## src/rtl/qes_sqrt_cell.sv

```systemverilog
module qes_sqrt_cell #(
  parameter int RADW  = 64,
  parameter int ROOTW = 32,
  parameter int TAGW  = 32
) (
  input  logic               clk,
  input  logic               en,
  input  logic [RADW-1:0]    rad_i,
  input  logic [ROOTW+1:0]   rem_i,
  input  logic [ROOTW-1:0]   root_i,
  input  logic [TAGW-1:0]    tag_i,
  output logic [RADW-1:0]    rad_o,
  output logic [ROOTW+1:0]   rem_o,
  output logic [ROOTW-1:0]   root_o,
  output logic [TAGW-1:0]    tag_o
);

  logic [ROOTW+3:0] cur;
  logic [ROOTW+3:0] trial;
  logic [ROOTW+3:0] diff;
  logic             ge;

  // One root bit per cell: two radicand bits come down, trial is 4*root+1.
  always_comb begin
    cur   = {rem_i, rad_i[RADW-1 -: 2]};
    trial = {2'b00, root_i, 2'b01};
    diff  = cur - trial;
    ge    = (cur >= trial);
  end

  always_ff @(posedge clk) begin
    if (en) begin
      rad_o  <= {rad_i[RADW-3:0], 2'b00};
      rem_o  <= ge ? diff[ROOTW+1:0] : cur[ROOTW+1:0];
      root_o <= {root_i[ROOTW-2:0], ge};
      tag_o  <= tag_i;
    end
  end

endmodule

```

## config.mk

```make
export PLATFORM = sky130hd
export DESIGN_NAME = qes_sqrt_cell
export DESIGN_NICKNAME = d
export VERILOG_FILES = /design/src/rtl/qes_sqrt_cell.sv
export SDC_FILE = /design/constraint.sdc
export NUM_CORES = 1
export LEC_CHECK = 0
export ABC_AREA = 1
export BUFFER_PORTS_ARGS = -buffer_cell sky130_fd_sc_hd__buf_2
export CAP_MARGIN = 10
export CORE_ASPECT_RATIO = 0.75
export CORE_UTILIZATION = 49
export DETAILED_ROUTE_END_ITERATION = 12
export PLACE_DENSITY = 0.81
export SYNTH_ARGS = -nofsm -noshare
export SYNTH_HDL_FRONTEND = slang
export SYNTH_SLANG_ARGS = --single-unit
```

## constraint.sdc

```tcl
create_clock -name clk -period 1.9 [get_ports clk]
set_input_delay 0.095 -clock clk [delete_from_list [all_inputs] [get_ports clk]]
set_output_delay 0.095 -clock clk [all_outputs]
set_load 0.02 [all_outputs]
```

* After elaboration in Yosys (flattened, before gate mapping) *
Cells that the tools add are included.

storage, ports and cells
  register bits = 160
  bits of input ports = 164
  output and inout bits = 162
  word-level logic and storage cells = 7

cells by class
  add/sub/neg operators = 1
  $lt $le $gt $ge = 1
  multiplexer cells = 1

operators with widths
  cell              number
  $ge A36 B34 Y1    1
  $mux W34          1
  $sub A34 B34 Y34  1

* Logic depth before layout (Yosys ltp) *
Gate-level depths: netlist (run 1).

  word-level depth = 2
  depth in mapped cells = 16
  depth with buffers taken out = 15

* Least setup slack after synthesis (run 1) *
No wires, ideal clock.

  path kind = in2reg
  start = input root_i[13]
  end = register rem_o[25] (data pin)
  library setup time = 253 ps
  arrival time = 1478 ps
  data required time = 1647 ps
  path slack = 169 ps
  stages = 15
  buffers on the path = 1
  cells stage by stage = inv_1 > ha_1 > nand2_1 > inv_1 > nand2_1 > nand2_1 > nand2_1 > nand2_1 > a21oi_1 > nand2_1 > nand2_1 > nand2_4 > buf_4 > nand3_1 > nand2_1

on the way
  word-level cells in the longest chain between the ends = 2
  elaborated cells on any way between the ends = 3
  those cells by class = add/sub (1); order compare (1); mux (1)

RTL lines
  element                                             line    RTL
  from (decl)                                         10      input logic [ROOTW-1:0] root_i,
  $sub A34 B34 Y34 or $ge A36 B34 Y1 (tied branches)  27, 28
  $mux W34 (*)                                        34      rem_o <= ge ? diff[ROOTW+1:0] : cur[ROOTW+1:0];
  to (signal assigned)                                34
  to (decl)                                           13      output logic [ROOTW+1:0] rem_o,

Mark *: on every way between the ends. The rest lies on a longest branch, timed or not.
A chain may end at the register's enable or synchronous reset.

* Final worst setup path (run 1) *
  start = input rem_i[31]
  end = register rem_o[15] (data pin)

on the way
  word-level cells in the longest chain between the ends = 2

RTL lines
  element         line  RTL
  from (decl)     9     input logic [ROOTW+1:0] rem_i,
  $ge A36 B34 Y1  28    ge = (cur >= trial);
  $mux W34        34

Every way passes these cells.

==> results by group, run 1 <==
Worst setup path
  – CP cell instances: dlygate4sd3_1 > buf_2 > ha_1 > a21oi_1 > nand2_1 > nor2_2 > nand2_4 > buf_4 > nand2_1 > nand2_1
  – CP delay by family, top: buffers and inverters
  – CP required: roughly 2.1 ns
  – Crit path max fanout: 18
  – Crit path buf inv count: 3
  – Crit path arrival time: about 2.0 ns
  – Largest stage delay, worst path: between 0.5 and 0.6 ns
  – CP max stage cell: dlygate4sd3_1
  – CP most frequent cell: nand2_1
  – CP Class: input pin to register
  – CP endpoint kind: register
  – Worst setup SP type: input pin

Clocking
  – Total CTS buffers: 17
  – H-Tree Depth: 4
  – Clk pin slew, worst setup/hold paths: roughly 0.070 ns
  – CTS root buf: clkbuf_16
  – TritonCTS clock tree: built
  – Max Buffers Root-to-Sink: 2
  – Post-CTS setup buffers: 0
  – Clock sinks: between 150 and 200

Yosys
  – EDFF count, synth: 160
  – Mux contribution to synthesized area: 0
  – Yosys reg bits: 160
  – Synth Warn #: 0
  – Ys flop type: edfxtp_1
  – Complex-gate fraction of the synthesized area: 0.0282
  – Mean Syn Cell Area: a little under 10 um2
  – Simple-Gate Fraction of Synth Area: 0.210
  – Post-synth top cells: nand2_1 (288), edfxtp_1 (160), inv_1 (139)
  – Synth Area in Adders: 0.0541
  – Largest family of logic cells by synthesized area: simple AND/OR/NAND/NOR gates
  – Mapped Cells: roughly 800
  – Sequential-to-total area share from yosys stat: 0.611
  – Post-synth ARST share: 0
  – Yosys top cell by area: edfxtp_1
  – Yosys top cell area share: 0.611
  – Most common cell in the netlist: nand2_1
  – Synthesized cell area: about 7900 um2
  – Synth unique cells: 25
  – Largest cells by area after synthesis: edfxtp_1 (61%), nand2_1 (14%), inv_1 (6.6%), ha_1 (5.4%), nand3_1 (2.4%)
  – XOR/XNOR Fraction of Synth Area: 0.0201

Place
  – Pre-CTS setup slack: -0.266 ns
  – Port Buffers: 323
  – HPWL after DPL: about 18000 um
  – Routability cong.: ~0.95
  – Post-placement cell area: 10500 um2
  – Placed cells: about 1400

Floorplanning
  – # rows: 39
  – Die W: between 100 and 150 um
  – Core area: ~15000 um2
  – Die area: approximately 17000 um2
  – Die Span Y: 112 um
  – IO Count: around 330
  – Initial core utilization: 0.508

Timing
  – Tcrit/Tclk final: 0.965
  – Final hold viol count: 0
  – Final setup viols: 0
  – Fin Hold WS: between 0.04 and 0.05 ns
  – Final Max Slew Viols: 0
  – RSZ-0062 raised after global routing: false
  – Final worst slack: ~0.067 ns
  – Maximum clock rate: 546 MHz
  – Minimum clock period: about 1.8 ns

Status
  – Status: finished clean

Global routing
  – Global Route Usage Sum: 0.325
  – Total gr overflow: 0
  – Vias in the first global route: a little under 8000
  – Largest net degree at the start of global routing: 47
  – First-pass GRT wire length: 40100 um
  – Initial antenna violation count: 3

Finish
  – Sequential cell area: around 4800 um2
  – Filler Cells Inserted: 930
  – Core Util, Final: 0.815
  – Layout Cells excl Fill: between 1500 and 2000
  – Syn-to-layout area delta: 60.3%
  – Final Cell Area: ~13000 um2
  – Layout cells sized above 1: 0.334
  – Area occupied by multi-input gates: 2480 um2
  – # nets final: 1593

Routing
  – Remaining DRCs: 0
  – Vias/cell: slightly below 5
  – Vias: around 7900
  – Routed length per instance: between 15 and 20 um
  – Post-DRT Antenna Nets: 0
  – Post-Route WL: about 27000 um
  – Drt pass-1 iters: 6
  – DRT iter0 DRCs: between 700 and 800

Pwr
  – PwrDens: between 800 and 900 nW/um2
  – Combinational fraction of design power: 0.251
  – Clk pwr share: 0.325
  – Leakage power: around 0.0063 uW
  – Sw frac: 0.304
  – Peak VDD IR: approximately 650 uV
  – Psw: between 3000 and 4000 uW
  – Part of the power in registers: 0.424
  – Internal power: between 7000 and 8000 uW

Run
  – Maxcap violations: 0

Hold path
  – Hold Path Class: input pin to register
state kept, by name, summed over array words and instances (netlist names):
name	flops
root_o	32
tag_o	32
rad_o	62
rem_o	34
cell families after synthesis:
family	count (synthesis)
flip-flops	160
other	1
XOR/XNOR	18
adder cells (fa/ha/maj)	34
AND/OR/NAND/NOR	404
buffers and inverters	148
AO/OA/AOI/OAI	42
final cells by class:
type / count / share of cell area
sequential: 160 / 0.381
timing repair buffer: 576 / 0.315
multi-input combinational: 500 / 0.197
inverter: 140 / 0.0419
clock buffer: 17 / 0.0338
tap: 205 / 0.0204
clock inverter: 14 / 0.0106
antenna: 1 / 0.000199
per-layer routing:
layer  vias to the layer above  track usage  part of all wire
met1                      3618        0.384              0.37
met4                         0        0.109             0.025
met3                        57       0.0750             0.099
li1                       3781            -                 -
met5                         -            0                 0
met2                       455        0.580              0.51
worst paths after layout:
| path | start | to | slack (ns) | depth (start not counted) |
|---|---|---|---|---|
| max | rem_i[31] | rem_o[15] | 0.07 | 10 |
| min | en | rem_o[3] | 0.05 | 1 |
repair_timing:
item / CTS / global route
endpoints found under the hold margin: 155 / 0
gates resized for setup: 0 / 5
hold buffers: 155 / 0
endpoints found under the setup margin: 0 / 23
power by group through the flow:
stage | registers, uW | logic [uW] | clock network, uW
after detailed placement | 4450 | 2250 | 0
after floorplan | 4890 | 745 | 0
after global routing | 4410 | 2780 | 3520
after global placement | 4430 | 2200 | 0
after CTS | 4380 | 2520 | 3340
final | 4390 | 2590 | 3370
through the flow:
step / TNS (ns) / total power [uW]
after floorplan: 0 / 5640
after global placement: -5.64 / 6630
after detailed placement: -7.28 / 6700
after CTS: 0 / 10200
after global routing: 0 / 10700
final: 0 / 10400
placed cells by master (no fill, tap or decap), drive strengths merged:
master / count
conb: 2
inv: 146
xor2: 15
nand4: 6
nand3b: 4
a21oi: 26
nor3: 3
dlygate4sd3: 155
nor2: 57
o21bai: 3
bufinv: 1
clkinv: 7
and2: 3
xnor2: 3
or2: 1
clkbuf: 17
nand2: 291
diode: 1
ha: 34
nand3: 39
edfxtp: 160
o21ai: 13
buf: 421
Power figures use the tool's default switching activity.
==> inputs of run 2 (changes only) <==
CTS_CLUSTER_DIAMETER = 40   (was unset)
RECOVER_POWER = 100   (was unset)
==> run 2 against run 1 <==
Compared with the run above: non-clock buffer count stayed put; clock power hardly changed; largest power group unchanged; design area is 2.2% lower; critical path depth is 2 higher; worst setup slack better by 0.024 ns; sequential power hardly changed; hold slack better by 0.020 ns; the run now ends with capacitance limit, slew limit left; total power is 0.97% lower; maximum frequency is 1.3% higher.
==> results by group, run 2 (synthesized netlist as in run 1, its figures left out) <==
Place
  – Placed cells: ~1400
  – Port Buffers: between 300 and 400
  – Routability cong.: approximately 0.95
  – HPWL after DPL: 17500 um

Timing
  – Fin Hold WS: 0.0695 ns
  – Setup_tns: 0 ns
  – RSZ-0062 raised after global routing: false
  – Minimum clock period: between 1.5 and 2 ns
  – Rel. slew slack: -0.156
  – Final setup viols: 0
  – Slew @ Worst Pin: 1.73 ns
  – Maximum clock rate: 553 MHz
  – Tcrit/Tclk final: 0.952
  – Final hold viol count: 0
  – Final Max Slew Viols: 29

Pwr
  – PwrDens: about 830 nW/um2
  – Peak VDD IR: 655 uV
  – Leakage power: 0.00578 uW
  – Tot Pwr: a little over 10000 uW

Floorplanning
  – # rows: 39
  – Core area: 15500 um2
  – IO Count: 326
  – Die W: ~150 um
  – Die area: ~17000 um2
  – Initial core utilization: 0.508
  – Die Span Y: between 100 and 150 um

Clocking
  – CTS root buf: clkbuf_16
  – TritonCTS clock tree: built
  – Max Buffers Root-to-Sink: 2
  – Post-CTS setup buffers: 0
  – Total CTS buffers: 17
  – Clock sinks: between 150 and 200
  – Clk pin slew, worst setup/hold paths: roughly 0.070 ns
  – H-Tree Depth: 4

Status
  – Status: complete, but fails checks
  – Violated checks: capacitance limit, slew limit

Global routing
  – Global Route Usage Sum: 0.325
  – Largest net degree at the start of global routing: between 40 and 50
  – First-pass GRT wire length: around 40000 um
  – Initial antenna violation count: 1
  – Total gr overflow: 0
  – Vias in the first global route: around 7900

Finish
  – Leading cell types in the layout, fill and taps excluded: nand2_1 (287), clkbuf_1 (190), edfxtp_1 (160)
  – Layout Cells excl Fill: ~1600
  – Layout cells sized above 1: 0.199
  – Top Registers: rad_o (62), rem_o (34)
  – Core Util, Final: 0.797
  – # nets final: 1593
  – Largest register FFs: 62
  – Syn-to-layout area delta: 56.9%
  – Commonest non-fill, non-tap cell in the layout: nand2_1
  – Register with the most flip-flops: rad_o

Routing
  – Drt pass-1 iters: 5
  – DRT iter0 DRCs: around 740
  – Vias: approximately 7900
  – Post-DRT Antenna Nets: 0
  – Routed length per instance: between 15 and 20 um
  – Remaining DRCs: 0
  – Vias/cell: slightly below 5
  – Post-Route WL: ~27000 um

Hold path
  – Hold Path Class: input pin to register

Worst setup path
  – Crit path max fanout: 18
  – Crit path arrival time: roughly 2.0 ns
  – CP required: 2.08 ns
  – CP endpoint kind: register
  – Worst setup SP type: input pin
  – Crit path capture: rem_o[15]
  – CP Class: input pin to register
  – Crit. Startpoint: root_i[30]

Run
  – Maxcap violations: 1
## run 2: changes by cell type in the layout (fill, tap and decap cells not counted), sizes merged
cell	before	now
clkbuf	17	209
buf	421	229
## run 2: worst min-delay path by stage
stage	start	to	slack, ns	cells after the start
CTS	en	rem_o[4]	0.04	1
global placement	tag_i[17]	tag_o[17]	0.27	1
global route	rem_i[24]	rem_o[26]	0.07	4
detailed placement	rad_i[11]	rad_o[13]	0.27	1
floorplan	rad_i[8]	rad_o[10]	0.19	0
finish	rem_i[24]	rem_o[26]	0.07	4
## run 2: metrics by stage
| stage | instance area, um2 | setup WS, ns |
|---|---|---|
| 3_3_place_gp | 10500 | -0.201 |
| 3_5_place_dp | 10500 | -0.266 |
| 5_1_grt | 12300 | 0.0122 |
| 4_1_cts | 12600 | 0.0681 |
| 6_report | 12300 | 0.0909 |
| 2_1_floorplan | 7860 | 0.169 |
## run 2: layout make-up
type	count	area (um2)
well taps	205	256
fillers	1066	3140
diodes	1	2.50
inverters	140	526
clock inverters	14	134
multi-input cells	500	2480
repair buffers	576	3700
clock buffers	17	425
flip-flops and latches	160	4800
## run 2: worst max-delay path, stage by stage
cell and delay, ns:
dlygate4sd3_1 0.52, clkbuf_1 0.13, inv_1 0.06, ha_1 0.33
nand3_1 0.14, nor2_1 0.14, nand2_1 0.10, nand2_4 0.08
inv_2 0.05, buf_6 0.17, nand2_1 0.09, nand2_1 0.07
## run 2: per-layer routing
layer | up-vias | track usage | wire length, um
met1 | 3647 | 0.384 | 10300
met4 | 0 | 0.109 | 699
li1 | 3776 | - | -
met3 | 68 | 0.0750 | 2390
met2 | 410 | 0.580 | 13500
met5 | - | 0 | 0
## run 2: where the power goes
part,internal [uW],total [uW],switching [uW],leakage (uW)
combinational,990,2490,1500,0.00393
sequential,4290,4400,115,0.00157
clock,1820,3360,1540,0.000281
total,7100,10300,3150,0.00578
## run 2: repair_timing
item,CTS,global route
resized for setup,0,5
setup endpoints to repair,0,23
hold endpoints to repair,155,0
hold buffers,155,0
