--- config.mk ---
export PLATFORM = sky130hd
export DESIGN_NAME = qes_div_cell
export DESIGN_NICKNAME = d
export VERILOG_FILES = /design/src/rtl/qes_div_cell.sv
export SDC_FILE = /design/constraint.sdc
export NUM_CORES = 1
export LEC_CHECK = 0
export ABC_AREA = 1
export BUFFER_PORTS_ARGS = -buffer_cell sky130_fd_sc_hd__buf_2
export CAP_MARGIN = 30
export CORE_AREA = 4 4 111 92
export CTS_BUF_LIST = sky130_fd_sc_hd__clkbuf_16
export DETAILED_ROUTE_END_ITERATION = 10
export DIE_AREA = 0 0 115 96
export GPL_ROUTABILITY_DRIVEN = 0
export GPL_TIMING_DRIVEN = 0
export MAX_ROUTING_LAYER = met4
export PLACE_DENSITY = 0.86
export SKIP_LAST_GASP = 1
export SLEW_MARGIN = 10
export SYNTH_ARGS = -nofsm -noshare
export SYNTH_HDL_FRONTEND = slang
export SYNTH_SLANG_ARGS = --single-unit
--- constraint.sdc ---
create_clock -name clk -period 4.3 [get_ports clk]
set_input_delay 0.215 -clock clk [delete_from_list [all_inputs] [get_ports clk]]
set_output_delay 0.215 -clock clk [all_outputs]
set_load 0.1 [all_outputs]
--- src/rtl/qes_div_cell.sv ---
module qes_div_cell #(
  parameter int NW = 32,
  parameter int DV = 17
) (
  input  logic          clk,
  input  logic          en,
  input  logic [DV-1:0] rem_i,
  input  logic [NW-1:0] num_i,
  input  logic [NW-1:0] quo_i,
  input  logic [DV-1:0] dvs_i,
  output logic [DV-1:0] rem_o,
  output logic [NW-1:0] num_o,
  output logic [NW-1:0] quo_o,
  output logic [DV-1:0] dvs_o
);

  logic [DV:0]   trial;
  logic [DV:0]   diff;
  logic          ge;
  logic [DV-1:0] rem_nxt;

  // One restoring step: bring down the next dividend bit and try the divisor.
  always_comb begin
    trial   = {rem_i, num_i[NW-1]};
    diff    = trial - {1'b0, dvs_i};
    ge      = (trial >= {1'b0, dvs_i});
    rem_nxt = ge ? diff[DV-1:0] : trial[DV-1:0];
  end

  always_ff @(posedge clk) begin
    if (en) begin
      rem_o <= rem_nxt;
      num_o <= {num_i[NW-2:0], 1'b0};
      quo_o <= {quo_i[NW-2:0], ge};
      dvs_o <= dvs_i;
    end
  end

endmodule

* Yosys cells after proc, flatten, opt, wreduce, memory -nomap -nowiden
Index checks and enable logic that the tools add are counted.
** Operators by class
- $add $sub $neg :: 1
- Order comparisons :: 1
- Mux-type cells :: 1
** Operators by type and width (count)
- greater-or-equal comparator 18 x 17 -> 1 bit :: 1
- 2-to-1 mux 17 bit :: 1
- subtractor 17 bit :: 1
** Word-level totals
- Register bits after elaboration :: 97
- Input port bits :: 100
- Output and inout bits :: 98
- Logic and storage cells :: 7

* Longest topological paths before layout
Gate-level depths: netlist (run 1).
- Depth in word-level cells :: 2
- Depth in mapped cells :: 14
- Gate-level depth less buffers :: 14

* Worst setup path before layout (run 1)
OpenSTA, ideal clock, no wires.
- Path kind :: input-to-reg
- Start :: in dvs_i[13]
- End :: reg rem_o[4], data pin
- Setup time :: 252 ps
- Arrival :: 1538 ps
- Data required time :: 4048 ps
- Setup slack :: 2511 ps
- Stages :: 11
- Buffers on the path :: 1
- Cells stage by stage :: inv_1 > ha_1 > nand2_2 > inv_2 > nand2_4 > a21oi_2 > nor3_4 > nand2_4 > buf_12 > nand2_4 > nand2_2
** On the way
- Cells in the longest elaborated chain, start to end :: 2
** Ends and longest elaborated chain
- start, declared :: line 10 : input logic [DV-1:0] dvs_i,
- greater-or-equal comparator 18 x 17 -> 1 bit :: line 26 : ge = (trial >= {1'b0, dvs_i});
- via ge :: line 19 : logic ge;
- 2-to-1 mux 17 bit :: line 27 : rem_nxt = ge ? diff[DV-1:0] : trial[DV-1:0];
- via rem_nxt[4] :: line 20 : logic [DV-1:0] rem_nxt;
- end signal, assigned :: line 32 : rem_o <= rem_nxt;
- end, declared :: line 11 : output logic [DV-1:0] rem_o,
The timed path passes the listed nets, and every way through them passes these cells.
A chain may end at the register's enable or synchronous reset.

* Worst setup path in the final report (run 1)
- Start :: in num_i[31]
- End :: reg rem_o[14], data pin
** On the way
- Cells in the longest elaborated chain, start to end :: 2
- Elaborated cells between the ends (all ways) :: 3
- Classes of those cells :: 1 x add/sub; 1 x order compare; 1 x mux
** Ends and longest elaborated chain
- start, declared :: line 8 : input logic [NW-1:0] num_i,
- subtractor 17 bit / greater-or-equal comparator 18 x 17 -> 1 bit (equally long branches) :: line 25, 26
- 2-to-1 mux 17 bit * :: line 27
- via rem_nxt[14] :: line 20
The timed path passes the listed nets; every way through them passes the cells marked *.

==> flow_metrics.env, run 1 <==
export IMPL_post_route_util_pct=66.87
export IMPL_fmax_mhz=550.6
export IMPL_synth_simple_area_share_pct=21.04
export IMPL_antenna_found_initial=0
export IMPL_postCtsSetupBuffers=0
export IMPL_post_drt_wl_per_cell_um=15.58
export IMPL_relSlewSlack_pct=65.56
export IMPL_p_seq_share_pct=38.5
export IMPL_fillers=702
export IMPL_drv_cap=0
export IMPL_p_sw_share_pct=40.82
export IMPL_grt_usage_pct=20.60
export IMPL_grt_max_degree=66
export IMPL_ant_nets=0
export IMPL_n_antenna_cell=0
export IMPL_synth_top_area_cell="edfxtp_1"
export IMPL_finalSetupViolations=0
export IMPL_clockRootBuffer="clkbuf_16"
export IMPL_internal_power_mw=1.786
export IMPL_synth_ff_type="edfxtp_1"
export IMPL_ys_ff_latch=97
export IMPL_cp_start_kind="input port"
export IMPL_critPathMaxFanout=4
export IMPL_crit_type="input port to flop"
export IMPL_cp_common_cell="nand2_1"
export IMPL_ir_worst_vdd_v=0.0002853
export IMPL_port_buffers=195
export IMPL_status="finished, final reports clean"
export IMPL_synthTopCellsByCount="nand2_1 (107), edfxtp_1 (97), inv_1 (64), nand3_1 (29)"
export IMPL_routed_wl_um=11320
export IMPL_p_switching_mw=1.232
export IMPL_syn_inst=400
export IMPL_synth_area_leaders="edfxtp_1 (64%), nand2_1 (8.8%), inv_1 (5.3%)"
export IMPL_start_util_pct=50.56
export IMPL_ys_types=27
export IMPL_power_per_cell_area_nw_per_um2=501.5
export IMPL_cts_resized=0
export IMPL_synth_most_common_cell="nand2_1"
export IMPL_drive_gt1_share_pct=43.14
export IMPL_rows=31
export IMPL_fin_setup_tns_ns=0
export IMPL_leakage_nw=3.001
export IMPL_cts_tree="yes"
export IMPL_cts_made_buffers=9
export IMPL_worstHoldStart="quo_i[1]"
export IMPL_hold_buffers=0
export IMPL_synth_edf_count=97
export IMPL_dr_pass1_iters=6
export IMPL_dieArea_um2=11040
export IMPL_drt_iter0_markers=245
export IMPL_synth_top_family_by_area="simple AND/OR/NAND/NOR gates"
export IMPL_syn_nets=518
export IMPL_ioPinCount=198
export IMPL_hpwl_um=8994
export IMPL_grt_setup_unrepaired="false"
export IMPL_grt_pass1_wl_um=17020
export IMPL_worstHoldPathType="input port to flop"
export IMPL_nets=725
export IMPL_avgViaCountPerCell=4.873
export IMPL_drc=0
export IMPL_grt_overflow_total=0
export IMPL_worstSetupEndpointType="flop"
export IMPL_cp_required_ns=4.40
export IMPL_clk_pin_slew_ns=0.07
export IMPL_worst_path_max_delay_cell="fa_1"
export IMPL_synth_area_um2=4549
export IMPL_yosys_warnings=0
export IMPL_area_delta_synth_final_pct=32.26
export IMPL_synthArstFlopShare_pct=0
export IMPL_cp_arrival_ns=1.92
export IMPL_ys_seq_area_share_pct=64.03
export IMPL_slew_viol_final=0
export IMPL_combPwrFrac_pct=33.9
export IMPL_pwr_share_clk_pct=27.6
export IMPL_slowest_delay_ns=0.43
export IMPL_worstPathCellList="buf_2 -> inv_1 -> ha_1 -> inv_1 -> fa_1 -> nand3_1 -> nand3_1 -> nand2_1 -> nand2_1 -> nand2_1 -> nand2_1 -> nand2_1 -> nand2_1 -> nand2_1 -> nand2_1"
export IMPL_period_share_pct=42.24
export IMPL_synth_compound_area_share_pct=1.568
export IMPL_coreArea_um2=8999
export IMPL_cts_htree_levels=3
export IMPL_worst_pin_slew_ns=0.5202
export IMPL_startpoint="num_i[31]"
export IMPL_avgSynthCellArea_um2=11.37
export IMPL_synth_xor_area_share_pct=1.348
export IMPL_first_global_vias=3438
export IMPL_clock_sinks=97
export IMPL_synth_top_area_share_pct=64.03
export IMPL_dieWidth_um=115
export IMPL_clockBufferDepth=2
export IMPL_period_needed_ns=1.816
export IMPL_hold_violations=0
export IMPL_die_y_um=96
export IMPL_yosys_area_share_adder_pct=5.116
export IMPL_num_vias=3543
export IMPL_synthMuxAreaShare_pct=0
[routing by layer]
| metal | global-route usage, % | vias to the layer above | share of wire (%) |
|---|---|---|---|
| met2 | 35.02 | 163 | 50 |
| met4 | 7.136 | 0 | 2.1 |
| li1 | - | 1732 | - |
| met5 | - | - | 0 |
| met1 | 23.71 | 1623 | 39 |
| met3 | 5.657 | 25 | 9.1 |
[cells by family (layout without fill, tap and decap cells)]
kind of cell,count (synthesis),in the layout
AOI/OAI and AO/OA,12,12
xor gates and xnor gates,7,7
adders and majority gates,18,18
buffers and inverters,74,286
DFF,97,97
other,1,1
and+or+nand+nor,191,191
[per-stage QoR]
step	std cells	setup WS, ns	total power, mW	hold slack [ns]	instance area [µm²]
floorplan	400	2.511	2.013	0.3139	4549
global placement	710	2.158	2.189	0.3913	5669
detailed placement	711	2.146	2.208	0.3934	5699
CTS	727	2.503	3.043	0.03635	6017
global route	727	2.355	3.143	0.02426	6017
finish	727	2.484	3.018	0.04774	6017
[worst max-delay path: cells and delay by family]
kind	cells	cell delay (ns)
adder cells (fa/ha/maj)	2	0.56
buffers and inverters	3	0.23
AND/OR/NAND/NOR	10	0.90
[cells in the final DEF, fill, tap and decap left out, types with 2 or more instances in the layout]
cell,instances
a21oi_2,2
inv_6,3
nand2_2,17
clkbuf_16,9
buf_4,3
nand4_1,4
a21oi_1,9
nand2_4,12
inv_2,4
edfxtp_1,97
nor2_1,8
nand3_1,29
ha_1,17
nand3_2,4
nor2_2,5
inv_1,64
nand2_1,107
nor3_1,2
xor2_1,7
buf_2,195
[final cells by class]
| type | instances | area, µm² | share of cell area [%] |
|---|---|---|---|
| sequential | 97 | 2913 | 48.41 |
| inverter | 69 | 259.0 | 4.304 |
| timing repair buffer | 196 | 1006 | 16.72 |
| tap | 115 | 143.9 | 2.391 |
| clock buffer | 9 | 225.2 | 3.743 |
| buffer | 5 | 51.30 | 0.8526 |
| multi-input combinational | 229 | 1326 | 22.04 |
| clock inverter | 7 | 92.59 | 1.539 |
[path summary, 6_finish.rpt]
check                   to  cells after the start
min     quo_o[2]$_DFFE_PP_                      1
max    rem_o[14]$_DFFE_PP_                     15
[state kept, by name (all words and copies together) (netlist names)]
name,cells
dvs_o,17
rem_o,17
num_o,31
quo_o,32
[power by group through the flow]
stage	Clock, mW	Combinational (mW)	Sequential (mW)
finish	0.832	1.02	1.16
global route	0.905	1.07	1.17
CTS	0.852	1.03	1.16
detailed placement	0	1.02	1.18
global placement	0	1.01	1.18
floorplan	0	0.206	1.81
(Power assumes the default switching activity.)
==> run 2: changes to the inputs <==
--- a/config.mk
+++ b/config.mk
@@ -8,14 +8,14 @@
 export ABC_AREA = 1
 export BUFFER_PORTS_ARGS = -buffer_cell sky130_fd_sc_hd__buf_2
 export CAP_MARGIN = 30
-export CORE_AREA = 4 4 111 92
+export CORE_AREA = 4 4 114 95
 export CTS_BUF_LIST = sky130_fd_sc_hd__clkbuf_16
 export DETAILED_ROUTE_END_ITERATION = 10
-export DIE_AREA = 0 0 115 96
+export DIE_AREA = 0 0 118 99
 export GPL_ROUTABILITY_DRIVEN = 0
 export GPL_TIMING_DRIVEN = 0
 export MAX_ROUTING_LAYER = met4
-export PLACE_DENSITY = 0.86
+export PLACE_DENSITY = 0.81
 export SKIP_LAST_GASP = 1
 export SLEW_MARGIN = 10
 export SYNTH_ARGS = -nofsm -noshare
==> constraint.sdc (replaced) <==
create_clock -name clk -period 1.9 [get_ports clk]
set_input_delay 0.095 -clock clk [delete_from_list [all_inputs] [get_ports clk]]
set_output_delay 0.095 -clock clk [all_outputs]
set_load 0.1 [all_outputs]
==> flow_metrics.env, run 2 (same netlist as run 1, synthesis figures left out) <==
export IMPL_hpwl_um=8833
export IMPL_combPwrFrac_pct=35.5
export IMPL_coreArea_um2=9529
export IMPL_area_delta_synth_final_pct=49.34
export IMPL_grt_setup_unrepaired="false"
export IMPL_cts_made_buffers=9
export IMPL_worstHoldPathType="input port to flop"
export IMPL_antenna_found_initial=0
export IMPL_cp_start_kind="input port"
export IMPL_grt_max_degree=66
export IMPL_multiInputGateArea_um2=1326
export IMPL_design_area_um2=6794
export IMPL_cts_htree_levels=3
export IMPL_num_vias=3911
export IMPL_p_sw_share_pct=40.54
export IMPL_fmax_mhz=580.2
export IMPL_clockRootBuffer="clkbuf_16"
export IMPL_instances_no_fill=809
export IMPL_period_share_pct=90.72
export IMPL_drive_gt1_share_pct=38.12
export IMPL_relSlewSlack_pct=65.15
export IMPL_grt_pass1_wl_um=21800
export IMPL_n_antenna_cell=0
export IMPL_start_util_pct=47.74
export IMPL_drt_iter0_markers=353
export IMPL_ioPinCount=198
export IMPL_placed_cell_area_um2=5704
export IMPL_dieWidth_um=118
export IMPL_final_cell_mix="buf_2 (195), nand2_1 (107), edfxtp_1 (97), dlygate4sd3_1 (79), inv_1 (64)"
export IMPL_status="finished, final reports clean"
export IMPL_finalSetupViolations=0
export IMPL_cp_required_ns=2.00
export IMPL_top_regs="quo_o: 32 flops, num_o: 31 flops"
export IMPL_grt_usage_pct=24.36
export IMPL_routed_wl_um=13520
export IMPL_post_place_cells=715
export IMPL_first_global_vias=3969
export IMPL_fin_setup_tns_ns=0
export IMPL_avgViaCountPerCell=4.834
export IMPL_worstSetupEndpointType="flop"
export IMPL_nets=804
export IMPL_slew_viol_final=0
export IMPL_clock_sinks=97
export IMPL_internal_power_mw=4.124
export IMPL_die_y_um=99
export IMPL_ant_nets=0
export IMPL_worst_pin_slew_ns=0.5263
export IMPL_critPathMaxFanout=10
export IMPL_grt_overflow_total=0
export IMPL_ir_worst_vdd_v=0.0005510
export IMPL_drc=0
export IMPL_largest_reg_flops=32
export IMPL_drv_cap=0
export IMPL_rows=32
export IMPL_period_needed_ns=1.724
export IMPL_cp_arrival_ns=1.83
export IMPL_clockBufferDepth=2
export IMPL_port_buffers=195
export IMPL_seq_area_um2=2913
export IMPL_hold_violations=0
export IMPL_mostFrequentLayoutCell="buf_2"
export IMPL_cts_tree="yes"
export IMPL_p_seq_share_pct=38.1
export IMPL_top_register="quo_o"
export IMPL_total_power_mw=6.936
export IMPL_crit_type="input port to flop"
export IMPL_postCtsSetupBuffers=0
export IMPL_leakage_nw=3.316
export IMPL_pwr_share_clk_pct=26.4
export IMPL_post_route_util_pct=71.30
export IMPL_clk_pin_slew_ns=0.07
export IMPL_power_per_cell_area_nw_per_um2=1021
export IMPL_dr_pass1_iters=5
export IMPL_p_switching_mw=2.812
export IMPL_fillers=665
export IMPL_post_drt_wl_per_cell_um=16.71
export IMPL_dieArea_um2=11680
## run 2: cell count changes in the layout (fill, tap and decap cells not counted), sizes merged
| cell | change |
|---|---|
| inv | -1 |
| clkinv | -2 |
| dlygate4sd3 | +79 |
| clkinvlp | +2 |
## run 2: path summary, 6_finish.rpt
| check | slack, ns | depth (start not counted) | from | endpoint |
|---|---|---|---|---|
| max | 0.18 | 12 | dvs_i[7] | rem_o[11]$_DFFE_PP_ |
| min | 0.07 | 3 | num_i[31] | rem_o[0]$_DFFE_PP_ |
## run 2: area by class of cell
type | count | area share, %
Clock inverter | 6 | 1.087
Multi-Input combinational cell | 229 | 19.52
Sequential cell | 97 | 42.87
Tap cell | 119 | 2.192
Inverter | 69 | 3.812
Clock buffer | 9 | 3.315
Timing Repair Buffer | 275 | 26.45
Buffer | 5 | 0.7551
## run 2: critical path, stage by stage
cell	delay, ns
buf_2	0.10
inv_1	0.06
ha_1	0.34
nand2_2	0.15
nor2_2	0.08
nand3_2	0.07
nor2_2	0.04
nor3_4	0.35
nand2_4	0.20
buf_12	0.22
nand2_4	0.06
nand2_2	0.04
## run 2: repair_timing
item,4_1_cts,5_1_grt
hold endpoints to repair,79,0
hold buffers,79,0
resized for setup,0,0
## run 2: metrics by stage
stage | worst slack (ns) | hold slack, ns
global placement | -0.1455 | 0.2712
detailed placement | -0.1915 | 0.2731
global route | 0.01447 | 0.08036
floorplan | 0.2309 | 0.1939
finish | 0.1763 | 0.06853
CTS | 0.1765 | 0.06692
## run 2: power groups by stage
stage                     combinational (mW)  sequential [mW]  clock (mW)
after CTS                               2.45             2.63        1.85
after global routing                    2.58             2.66        1.97
after floorplan                        0.467             4.09           0
after global placement                  2.28             2.67           0
after detailed placement                2.32             2.68           0
final                                   2.46             2.64        1.83
## run 2: per-layer routing
layer  global-route usage [%]  wire length, µm  up-vias
met5                        -                0        -
met4                    7.838              322        0
met3                    7.114              903       26
met2                    42.14             6938      166
met1                    27.38             5355     1839
li1                         -                -     1880
==> run 3: changes to the inputs <==
--- a/config.mk
+++ b/config.mk
@@ -15,7 +15,7 @@
 export GPL_ROUTABILITY_DRIVEN = 0
 export GPL_TIMING_DRIVEN = 0
 export MAX_ROUTING_LAYER = met4
-export PLACE_DENSITY = 0.81
+export PLACE_DENSITY_LB_ADDON = 0.15
 export SKIP_LAST_GASP = 1
 export SLEW_MARGIN = 10
 export SYNTH_ARGS = -nofsm -noshare
==> flow_metrics.env, run 3 (same netlist as run 1, synthesis figures left out) <==
export IMPL_cts_made_buffers=9
export IMPL_critPathMaxFanout=10
export IMPL_hold_violations=0
export IMPL_busiest_layer="met2"
export IMPL_fmax_mhz=569.8
export IMPL_period_needed_ns=1.755
export IMPL_cp_arrival_ns=1.86
export IMPL_top_register="quo_o"
export IMPL_coreArea_um2=9529
export IMPL_die_y_um=99
export IMPL_num_vias=3813
export IMPL_first_global_vias=3890
export IMPL_final_cell_mix="buf_2 (195), nand2_1 (107), edfxtp_1 (97), dlygate4sd3_1 (79), inv_1 (64)"
export IMPL_grt_usage_pct=22.41
export IMPL_cp_common_cell="nand2_4"
export IMPL_worstPathCellList="buf_2 -> ha_1 -> a21oi_2 -> o21ai_2 -> nor3_4 -> nand2_4 -> buf_12 -> nand2_4 -> nand2_2"
export IMPL_port_buffers=195
export IMPL_worstSetupEndpointType="flop"
export IMPL_status="finished, final reports clean"
export IMPL_holdPathStages=3
export IMPL_drv_cap=0
export IMPL_grt_overflow_total=0
export IMPL_total_power_mw=6.926
export IMPL_antenna_found_initial=0
export IMPL_routed_wl_um=12440
export IMPL_grt_pass1_wl_um=20110
export IMPL_grt_max_degree=70
export IMPL_post_place_cells=715
export IMPL_seq_area_um2=2913
export IMPL_ant_nets=0
export IMPL_drt_iter0_markers=208
export IMPL_use_met1_pct=26.50
export IMPL_cts_tree="yes"
export IMPL_worst_pin_slew_ns=0.5143
export IMPL_drive_gt1_share_pct=38.12
export IMPL_period_share_pct=92.36
export IMPL_clockRootBuffer="clkbuf_16"
export IMPL_start_util_pct=47.74
export IMPL_ioPinCount=198
export IMPL_relSlewSlack_pct=65.95
export IMPL_cts_resized=0
export IMPL_dieWidth_um=118
export IMPL_drc=0
export IMPL_path_delay_family="simple AND/OR/NAND/NOR gates"
export IMPL_postCtsSetupBuffers=0
export IMPL_slowest_delay_ns=0.45
export IMPL_multiInputGateArea_um2=1326
export IMPL_mostFrequentLayoutCell="buf_2"
export IMPL_ir_worst_vdd_v=0.0005916
export IMPL_clockBufferDepth=2
export IMPL_dieArea_um2=11680
export IMPL_post_drt_wl_per_cell_um=15.37
export IMPL_timing_critical_path_buf_inv=2
export IMPL_fillers=724
export IMPL_power_per_cell_area_nw_per_um2=1019
export IMPL_leakage_nw=3.316
export IMPL_slew_viol_final=0
export IMPL_grt_setup_unrepaired="false"
export IMPL_n_antenna_cell=0
export IMPL_top_regs="quo_o: 32 flops, num_o: 31 flops"
export IMPL_cp_required_ns=2.00
export IMPL_cp_start_kind="input port"
export IMPL_instances_no_fill=809
export IMPL_worst_path_max_delay_cell="nor3_4"
export IMPL_nets=804
export IMPL_finalSetupViolations=0
export IMPL_rows=32
export IMPL_largest_reg_flops=32
export IMPL_met2_usage_pct=38.56
export IMPL_clock_sinks=97
export IMPL_avgViaCountPerCell=4.713
export IMPL_hpwl_um=8426
export IMPL_crit_type="input port to flop"
export IMPL_area_delta_synth_final_pct=49.34
export IMPL_clk_pin_slew_ns=0.06
export IMPL_hold_end="rem_o[9]$_DFFE_PP_"
export IMPL_dr_pass1_iters=4
export IMPL_cts_htree_levels=3
export IMPL_worstHoldStart="rem_i[8]"
export IMPL_grtUsageMet3_pct=6.540
export IMPL_worstHoldPathType="input port to flop"
run 3: cell counts in the layout (fill, tap and decap cells not counted):
Identical to the previous run, type by type.
run 3: layer usage:
metal  up-vias  part of all wire [%]
li1       1886                     -
met1      1771                    41
met2       143                    51
met3        13                   6.9
met4         0                   1.2
met5         -                     0
run 3: cell type report:
| cell class | count | share of cell area, % |
|---|---|---|
| multi-input cells | 229 | 19.52 |
| plain buffers | 5 | 0.7551 |
| clock inverters | 6 | 1.087 |
| inverters | 69 | 3.812 |
| flip-flops and latches | 97 | 42.87 |
| well taps | 119 | 2.192 |
| clock buffers | 9 | 3.315 |
| repair buffers | 275 | 26.45 |
run 3: worst max-delay path by stage:
stage	from	endpoint	depth (start not counted)
2_1_floorplan	dvs_i[13]	rem_o[4]$_DFFE_PP_	11
3_3_place_gp	en	num_o[25]$_DFFE_PP_	1
3_5_place_dp	dvs_i[15]	rem_o[5]$_DFFE_PP_	10
4_1_cts	dvs_i[15]	rem_o[7]$_DFFE_PP_	10
5_1_grt	dvs_i[15]	rem_o[10]$_DFFE_PP_	10
6_report	rem_i[14]	rem_o[8]$_DFFE_PP_	9
run 3: what timing repair did:
action                                 in CTS  in global routing
endpoints found under the hold margin      79                  0
hold buffers                               79                  0
setup endpoints to repair                   0                  0
run 3: where the power goes:
group	internal [mW]	leakage [nW]	switching, mW
combinational	0.508	2.23	1.94
sequential	2.58	0.949	0.0472
clock	1.03	0.140	0.813
total	4.12	3.32	2.80
run 3: per-stage QoR:
stage	setup TNS, ns	setup WS, ns	hold slack [ns]	cell area (µm²)	util, %
floorplan	0	0.2309	0.1939	4549	-
global placement	-15.53	-0.1551	0.2715	5674	59.55
detailed placement	-2.554	-0.2045	0.2731	5704	59.86
CTS	0	0.1671	0.06005	6794	71.30
global route	0	0.02060	0.08247	6794	71.30
finish	0	0.1451	0.06983	6794	71.30
run 3: worst min-delay path, stage by stage:
cell,delay (ns)
buf_2,0.09
nand3_1,0.06
nand2_1,0.06
